File: src/design/lemd_pkg.sv
// ----------------------------------------------------------------------------
// lemd_pkg
// Shared types and constants of the light edge marker detector.
// ----------------------------------------------------------------------------
package lemd_pkg;

    localparam int WINDOW_LENGTH = 10;
    localparam int IDX_W         = $clog2(WINDOW_LENGTH);
    localparam int SAMPLE_W      = 10;
    localparam int CLS_W         = 2;
    localparam int STATUS_W      = 2;

    localparam logic signed [CLS_W-1:0] CLS_FLAT = 2'sb00;
    localparam logic signed [CLS_W-1:0] CLS_RISE = 2'sb01;
    localparam logic signed [CLS_W-1:0] CLS_FALL = 2'sb11;

    localparam logic [STATUS_W-1:0] ST_NONE     = 2'd0;
    localparam logic [STATUS_W-1:0] ST_MARKER   = 2'd1;
    localparam logic [STATUS_W-1:0] ST_POSSIBLE = 2'd2;

    localparam logic [SAMPLE_W-1:0] THRESHOLD_RESET = 10'd5;

    typedef enum logic [1:0] {
        SCAN_IDLE,
        SCAN_RUN,
        SCAN_DONE
    } scan_state_t;

    typedef struct packed {
        logic                    start;
        logic signed [CLS_W-1:0] cls;
        logic                    take;
    } scan_req_t;

    typedef struct packed {
        logic                busy;
        logic                done;
        logic [STATUS_W-1:0] status;
    } scan_rsp_t;

endpackage

File: src/design/lemd_scan.sv
// ----------------------------------------------------------------------------
// lemd_scan
// Class ring and sequential scan, one ring entry per cycle, oldest first.
// ----------------------------------------------------------------------------
module lemd_scan (
    input  logic                clk,
    input  logic                rst_n,
    input  lemd_pkg::scan_req_t req,
    output lemd_pkg::scan_rsp_t rsp
);
    import lemd_pkg::*;

    scan_state_t             state_reg, state_next;
    logic signed [CLS_W-1:0] ring_reg [WINDOW_LENGTH];
    logic [IDX_W-1:0]        pos_reg, pos_next;
    logic [IDX_W-1:0]        idx_reg, idx_next;
    logic [IDX_W-1:0]        cnt_reg, cnt_next;
    logic                    rise_run_reg, rise_run_next;
    logic                    fall_run_reg, fall_run_next;
    logic                    rise_rep_reg, rise_rep_next;
    logic                    fall_rep_reg, fall_rep_next;
    logic [STATUS_W-1:0]     status_reg, status_next;
    logic signed [CLS_W-1:0] cur;
    logic [IDX_W-1:0]        pos_inc;
    logic [IDX_W-1:0]        idx_inc;

    assign cur     = ring_reg[idx_reg];
    assign pos_inc = (pos_reg == IDX_W'(WINDOW_LENGTH - 1)) ? '0 : pos_reg + 1'b1;
    assign idx_inc = (idx_reg == IDX_W'(WINDOW_LENGTH - 1)) ? '0 : idx_reg + 1'b1;

    always_ff @(posedge clk or negedge rst_n)
    begin
        if (!rst_n)
        begin
            state_reg <= SCAN_IDLE;
        end
        else
        begin
            state_reg <= state_next;
        end
    end

    always_ff @(posedge clk or negedge rst_n)
    begin
        if (!rst_n)
        begin
            for (int i = 0; i < WINDOW_LENGTH; i++)
            begin
                ring_reg[i] <= CLS_FLAT;
            end
            pos_reg <= '0;
        end
        else
        begin
            if (state_reg == SCAN_IDLE && req.start)
            begin
                ring_reg[pos_reg] <= req.cls;
            end
            pos_reg <= pos_next;
        end
    end

    always_ff @(posedge clk)
    begin
        idx_reg      <= idx_next;
        cnt_reg      <= cnt_next;
        rise_run_reg <= rise_run_next;
        fall_run_reg <= fall_run_next;
        rise_rep_reg <= rise_rep_next;
        fall_rep_reg <= fall_rep_next;
        status_reg   <= status_next;
    end

    always_comb
    begin
        state_next    = state_reg;
        pos_next      = pos_reg;
        idx_next      = idx_reg;
        cnt_next      = cnt_reg;
        rise_run_next = rise_run_reg;
        fall_run_next = fall_run_reg;
        rise_rep_next = rise_rep_reg;
        fall_rep_next = fall_rep_reg;
        status_next   = status_reg;
        case (state_reg)
            SCAN_IDLE:
            begin
                if (req.start)
                begin
                    // oldest entry sits just after the slot being written
                    idx_next      = pos_inc;
                    pos_next      = pos_inc;
                    cnt_next      = '0;
                    rise_run_next = 1'b0;
                    fall_run_next = 1'b0;
                    rise_rep_next = 1'b0;
                    fall_rep_next = 1'b0;
                    status_next   = ST_NONE;
                    state_next    = SCAN_RUN;
                end
            end
            SCAN_RUN:
            begin
                if (cur == CLS_RISE)
                begin
                    if (rise_run_reg && fall_rep_reg)
                    begin
                        status_next = ST_MARKER;
                    end
                    else if (rise_run_reg)
                    begin
                        status_next   = ST_POSSIBLE;
                        rise_rep_next = 1'b1;
                    end
                    rise_run_next = 1'b1;
                    fall_run_next = 1'b0;
                end
                else if (cur == CLS_FALL)
                begin
                    if (fall_run_reg && rise_rep_reg)
                    begin
                        status_next = ST_MARKER;
                    end
                    else if (fall_run_reg)
                    begin
                        status_next   = ST_POSSIBLE;
                        fall_rep_next = 1'b1;
                    end
                    rise_run_next = 1'b0;
                    fall_run_next = 1'b1;
                end
                else
                begin
                    rise_run_next = 1'b0;
                    fall_run_next = 1'b0;
                end
                idx_next = idx_inc;
                cnt_next = cnt_reg + 1'b1;
                if (status_next == ST_MARKER || cnt_reg == IDX_W'(WINDOW_LENGTH - 1))
                begin
                    state_next = SCAN_DONE;
                end
            end
            SCAN_DONE:
            begin
                if (req.take)
                begin
                    state_next = SCAN_IDLE;
                end
            end
            default:
            begin
                state_next = SCAN_IDLE;
            end
        endcase
    end

    assign rsp.busy   = (state_reg != SCAN_IDLE);
    assign rsp.done   = (state_reg == SCAN_DONE);
    assign rsp.status = status_reg;

endmodule

File: src/design/light_edge_marker_detector_top.sv
// ----------------------------------------------------------------------------
// light_edge_marker_detector_top
// Classifies each light sample against the previous one and scans the ring of
// recent classes for repeated rise and fall runs.
// The ring scan reads one entry per cycle, up to WINDOW_LENGTH entries, ending
// early on a marker. The input stalls while a scan runs and until its result is
// taken to the output, so a new word is accepted only after that.
// Reset: threshold 5, previous sample 0, ring all flat, write slot 0.
// ----------------------------------------------------------------------------
module light_edge_marker_detector_top (
    input  logic                                 clk,
    input  logic                                 rst_n,
    input  logic                                 cfg_we,
    input  logic [lemd_pkg::SAMPLE_W-1:0]        cfg_wdata,
    input  logic                                 in_valid,
    output logic                                 in_stall,
    input  logic [lemd_pkg::SAMPLE_W-1:0]        light_sample,
    output logic                                 out_valid,
    input  logic                                 out_stall,
    output logic [lemd_pkg::STATUS_W-1:0]        marker_status,
    output logic signed [lemd_pkg::CLS_W-1:0]    edge_class
);
    import lemd_pkg::*;

    logic [SAMPLE_W-1:0]     threshold_reg;
    logic [SAMPLE_W-1:0]     prev_reg;
    logic signed [CLS_W-1:0] cls_reg;
    logic                    out_valid_reg;
    logic [STATUS_W-1:0]     status_out_reg;
    logic signed [CLS_W-1:0] cls_out_reg;
    logic                    in_take;
    logic signed [SAMPLE_W+1:0] diff;
    logic signed [SAMPLE_W+1:0] thr;
    logic signed [CLS_W-1:0] cls;
    scan_req_t               req;
    scan_rsp_t               rsp;

    assign diff = $signed({2'b00, light_sample}) - $signed({2'b00, prev_reg});
    assign thr  = $signed({2'b00, threshold_reg});

    always_comb
    begin
        if (diff >= thr)
        begin
            cls = CLS_RISE;
        end
        else if (diff <= -thr)
        begin
            cls = CLS_FALL;
        end
        else
        begin
            cls = CLS_FLAT;
        end
    end

    assign in_stall  = rsp.busy;
    assign in_take   = in_valid && !rsp.busy;
    assign req.start = in_take;
    assign req.cls   = cls;
    assign req.take  = rsp.done && (!out_valid_reg || !out_stall);

    lemd_scan u_scan (
        .clk   (clk),
        .rst_n (rst_n),
        .req   (req),
        .rsp   (rsp)
    );

    always_ff @(posedge clk or negedge rst_n)
    begin
        if (!rst_n)
        begin
            threshold_reg <= THRESHOLD_RESET;
            prev_reg      <= '0;
            out_valid_reg <= 1'b0;
        end
        else
        begin
            if (cfg_we)
            begin
                threshold_reg <= cfg_wdata;
            end
            if (in_take)
            begin
                prev_reg <= light_sample;
            end
            if (req.take)
            begin
                out_valid_reg <= 1'b1;
            end
            else if (!out_stall)
            begin
                out_valid_reg <= 1'b0;
            end
        end
    end

    always_ff @(posedge clk)
    begin
        if (in_take)
        begin
            cls_reg <= cls;
        end
        if (req.take)
        begin
            status_out_reg <= rsp.status;
            cls_out_reg    <= cls_reg;
        end
    end

    assign out_valid     = out_valid_reg;
    assign marker_status = status_out_reg;
    assign edge_class    = cls_out_reg;

    a_accept_busy : assert property (@(posedge clk) disable iff (!rst_n)
        in_valid && !in_stall |=> in_stall)
        else $error("accepted word did not start a scan");

    a_out_from_scan : assert property (@(posedge clk) disable iff (!rst_n)
        $rose(out_valid_reg) |-> $past(rsp.done))
        else $error("output word without a finished scan");

    a_status_code : assert property (@(posedge clk) disable iff (!rst_n)
        rsp.done |-> (rsp.status == ST_NONE || rsp.status == ST_MARKER ||
                      rsp.status == ST_POSSIBLE))
        else $error("scan ended with an invalid status");

    a_take_loads : assert property (@(posedge clk) disable iff (!rst_n)
        req.take |=> out_valid_reg && !rsp.done)
        else $error("finished scan not moved to output");

endmodule
File: config.mk
export PLATFORM = sky130hd
export DESIGN_NAME = light_edge_marker_detector_top
export DESIGN_NICKNAME = d
export VERILOG_FILES = /design/src/design/lemd_pkg.sv /design/src/design/lemd_scan.sv /design/src/design/light_edge_marker_detector_top.sv
export SDC_FILE = /design/constraint.sdc
export NUM_CORES = 1
export LEC_CHECK = 0
export CORE_MARGIN = 5
export CORE_UTILIZATION = 61
export CTS_CLUSTER_DIAMETER = 60
export DETAILED_ROUTE_END_ITERATION = 8
export DONT_BUFFER_PORTS = 1
export GPL_TIMING_DRIVEN = 1
export MAX_ROUTING_LAYER = met4
export PLACE_DENSITY = 0.87
export SLEW_MARGIN = 15
export SYNTH_ARGS = -nofsm -noshare
export SYNTH_HDL_FRONTEND = slang
export SYNTH_HIERARCHICAL = 1
export SYNTH_SLANG_ARGS = --single-unit
File: constraint.sdc
create_clock -name clk -period 4 [get_ports clk]
set_input_delay 0.4 -clock clk [delete_from_list [all_inputs] [get_ports clk]]
set_output_delay 0.4 -clock clk [all_outputs]
set_load 0.01 [all_outputs]
==> results_dict.tcl <==
set metrics [dict create \
    grt_antenna_before_repair 0 \
    comb_power_share_pct 52.4 \
    clock-root-buffer "clkbuf_8" \
    ys_seq_area_share_pct 41.9 \
    wirelength_mm 8.77 \
    grt_pass1_wl_mm 15.0 \
    post-route-min-period_ns 3.74 \
    cts.sinks 67 \
    worstHoldPathCells 1 \
    numCtsBuffers 9 \
    ctsResizeCount 0 \
    synth.avg_cell_area_sq_um 10.0 \
    largest_reg_flops 20 \
    worst_ep_required_time_ns 4.27 \
    firstDrtPassIters 5 \
    pwr-share-clk_pct 13.7 \
    grt.total_usage_pct 22.6 \
    drt_iter0_drc 188 \
    syn_inst 423 \
    place_congestion 0.953 \
    clk_pin_slew_ns 0.07 \
    wl_per_cell_microns 16.6 \
    numPortBuffers 0 \
    postCtsSetupBuffers 0 \
    rsz0062_at_grt "no" \
    grt_busiest_layer "met2" \
    n_antenna_cell 0 \
    die_width_microns 93.4 \
    synth_top_family_by_area "simple AND/OR/NAND/NOR gates" \
    met1_usage_pct 28.9 \
    nets 486 \
    synthArstFlopShare_pct 70.1 \
    ys_ff_latch 67 \
    clkLatencyLatePin_ns 0.34 \
    cts.path.max_buffers 2 \
    fmax_mhz 267 \
    min_period_over_period_pct 93.5 \
    synth-simple-area-share_pct 15.3 \
    grt_overflow_total 0 \
    yosys.area_share.adder_pct 10.5 \
    antenna_left 0 \
    max_slew_margin_pct 57.6 \
    critPathCaptureType "flip-flop" \
    power_density_nw_per_um2 836 \
    syn_nets 483 \
    synth-xor-area-share_pct 4.13 \
    final_layout_size_suffix_gt1_share_pct 7.66 \
    critPathKind "reg -> reg" \
    ys_types 65 \
    route.detailed.drc 0 \
    worstHoldPathType "in -> reg" \
    max_cap_violations 0 \
    grt_pass1_vias 3175 \
    power_frac_seq_pct 34.0 \
    synth_warnings 6 \
    crit_fanout 11 \
    critPathLaunchType "flip-flop" \
    route.detailed.vias_per_inst 5.97 \
    synth-main-ff-cell "dfrtp_1" \
    p_leak_nw 1.99 \
    grt_util_met3_pct 4.10 \
    switchingPower_mw 1.62 \
    reg2reg_depth 15 \
    fp.dieH_microns 93.4 \
    hpwl_mm 6.69 \
    setup_tns_ns 0 \
    met2_usage_pct 35.5 \
    syn2layout_area_growth_pct 6.87 \
    p_int_mw 2.17 \
    status "completed" \
    cts_tree "yes" \
    skew_ns 0.0114 \
    drv_slew 0 \
    peakVddDrop_v 0.000311 \
    dieArea_sq_um 8730 \
    start_util_pct 62.5 \
    placed_area_sq_um 4320 \
    syn_area_sq_um 4250 \
    synth_edf_count 20 \
    final_area_sq_um 4540 \
    coreArea_sq_um 6790 \
    ios 31 \
    hold_viol 0 \
    via_count 3146 \
    worstPathArrival_ns 4.01 \
    fin_hold_ws_ns 0.113 \
    worst_slew_pin_slew_ns 0.629 \
    p_sw_share_pct 42.7 \
    setup_viol 0 \
    core.rowCount 30 \
    synthMuxAreaShare_pct 9.55 \
    cts_max_level 3 \
    grt_max_degree 48 \
    synth_compound_area_share_pct 14.3 \
]
worst max-delay path: stages, from the launching register on:
cell and delay [ns]:
dfrtp_1 0.37, inv_1 0.12, ha_1 0.25, nor2b_1 0.14, o211ai_1 0.26, a32oi_1 0.22, or4b_1 0.50, nand3_1 0.14
ha_1 0.26, nand4_1 0.08, nor2_1 0.08, a2111oi_0 0.51, o211ai_1 0.20, a22oi_1 0.20, buf_4 0.19, mux2_1 0.15
placed cells by master, fill, tap and decap left out, drive strengths merged, types with 2 or more instances in the layout:
cell type,n
a2111oi,2
a211oi,3
a21o,2
a21oi,15
a221oi,3
a22oi,2
a31oi,3
and3,2
buf,4
clkbuf,11
clkinv,4
dfrtp,45
dfstp,2
edfxtp,20
ha,34
inv,31
mux2,23
mux2i,9
mux4,2
nand2,56
nand2b,11
nand3,5
nand3b,4
nand4,5
nor2,21
nor2b,9
nor3,9
nor4,4
o211ai,4
o21a,3
o21ai,40
o22ai,2
or2b,2
xnor2,16
xor2,4
stage by stage:
stage	util, %	worst slack, ns	total power [mW]	cells
finish	66.8	0.260	3.79	527
global route	66.8	0.0657	4.11	527
CTS	66.8	0.325	3.78	527
detailed placement	63.6	0.246	3.23	509
global placement	63.6	0.492	3.10	509
floorplan	-	0.596	2.77	423
cell families (layout without fill, tap and decap cells):
family,count (synthesis),count (layout)
and+or+nand+nor,133,133
AOI/OAI and AO/OA,90,90
DFF,67,67
buffers and inverters,44,52
adders and majority gates,35,35
muxes,34,34
xor gates and xnor gates,20,20
path summary, 6_finish.rpt:
path | from | endpoint | slack [ns]
setup / recovery | prev_reg[1] | u_scan/ring_reg[13] | 0.26
hold / removal | cfg_we | threshold_reg[2] | 0.11
setup reg to reg | prev_reg[1] | u_scan/ring_reg[13] | 0.26
hold reg to reg | cls_reg[1] | edge_class[1] | 0.43
max in group asynchronous | rst_n | threshold_reg[0] | 3.16
min in group asynchronous | rst_n | threshold_reg[7] | 0.56
final cells by class:
type / count / area (sq um)
multi-input combinational: 312 / 2280
fill: 524 / 2260
sequential: 67 / 1780
clock buffer: 11 / 131
tap: 96 / 120
inverter: 31 / 116
timing repair buffer: 5 / 60.1
clock inverter: 5 / 45.0
metal layers:
layer  vias to the layer above  share of wire (%)
met5                         -                  0
met4                         0                2.3
met3                        22                6.2
met2                       114                 47
met1                      1490                 44
li1                       1520                  -
power by group through the flow:
stage / logic, mW / registers, mW / clock network [mW]
after floorplan: 1.60 / 1.16 / 0
after global placement: 1.82 / 1.27 / 0
after detailed placement: 1.93 / 1.30 / 0
after CTS: 1.96 / 1.29 / 0.528
after global routing: 2.22 / 1.32 / 0.562
final: 1.98 / 1.29 / 0.519
cell usage after synthesis, types with 3 or more instances:
cell | n | share of area [%]
xor2_1 | 4 | 0.83
nor4_1 | 4 | 0.59
nor3_1 | 8 | 0.94
nand3_1 | 5 | 0.59
clkbuf_1 | 8 | 0.71
ha_1 | 34 | 10
xnor2_1 | 16 | 3.3
nand2b_1 | 11 | 1.6
nor2_1 | 21 | 1.9
o21ai_0 | 39 | 4.6
a21oi_1 | 14 | 1.7
nand4_1 | 5 | 0.74
dfrtp_1 | 45 | 27
inv_1 | 30 | 2.7
mux2i_1 | 9 | 2.1
o211ai_1 | 4 | 0.71
nor2b_1 | 9 | 1.3
a211oi_1 | 3 | 0.53
o21a_1 | 3 | 0.53
edfxtp_1 | 20 | 14
nand2_1 | 54 | 4.8
mux2_1 | 20 | 5.3
nand3b_1 | 4 | 0.71
repair_timing:
item	in CTS	in global routing
endpoints found under the setup margin	0	0
hold buffers	2	0
endpoints found under the hold margin	47	0
Note: power is estimated with default switching activity, not from simulation.
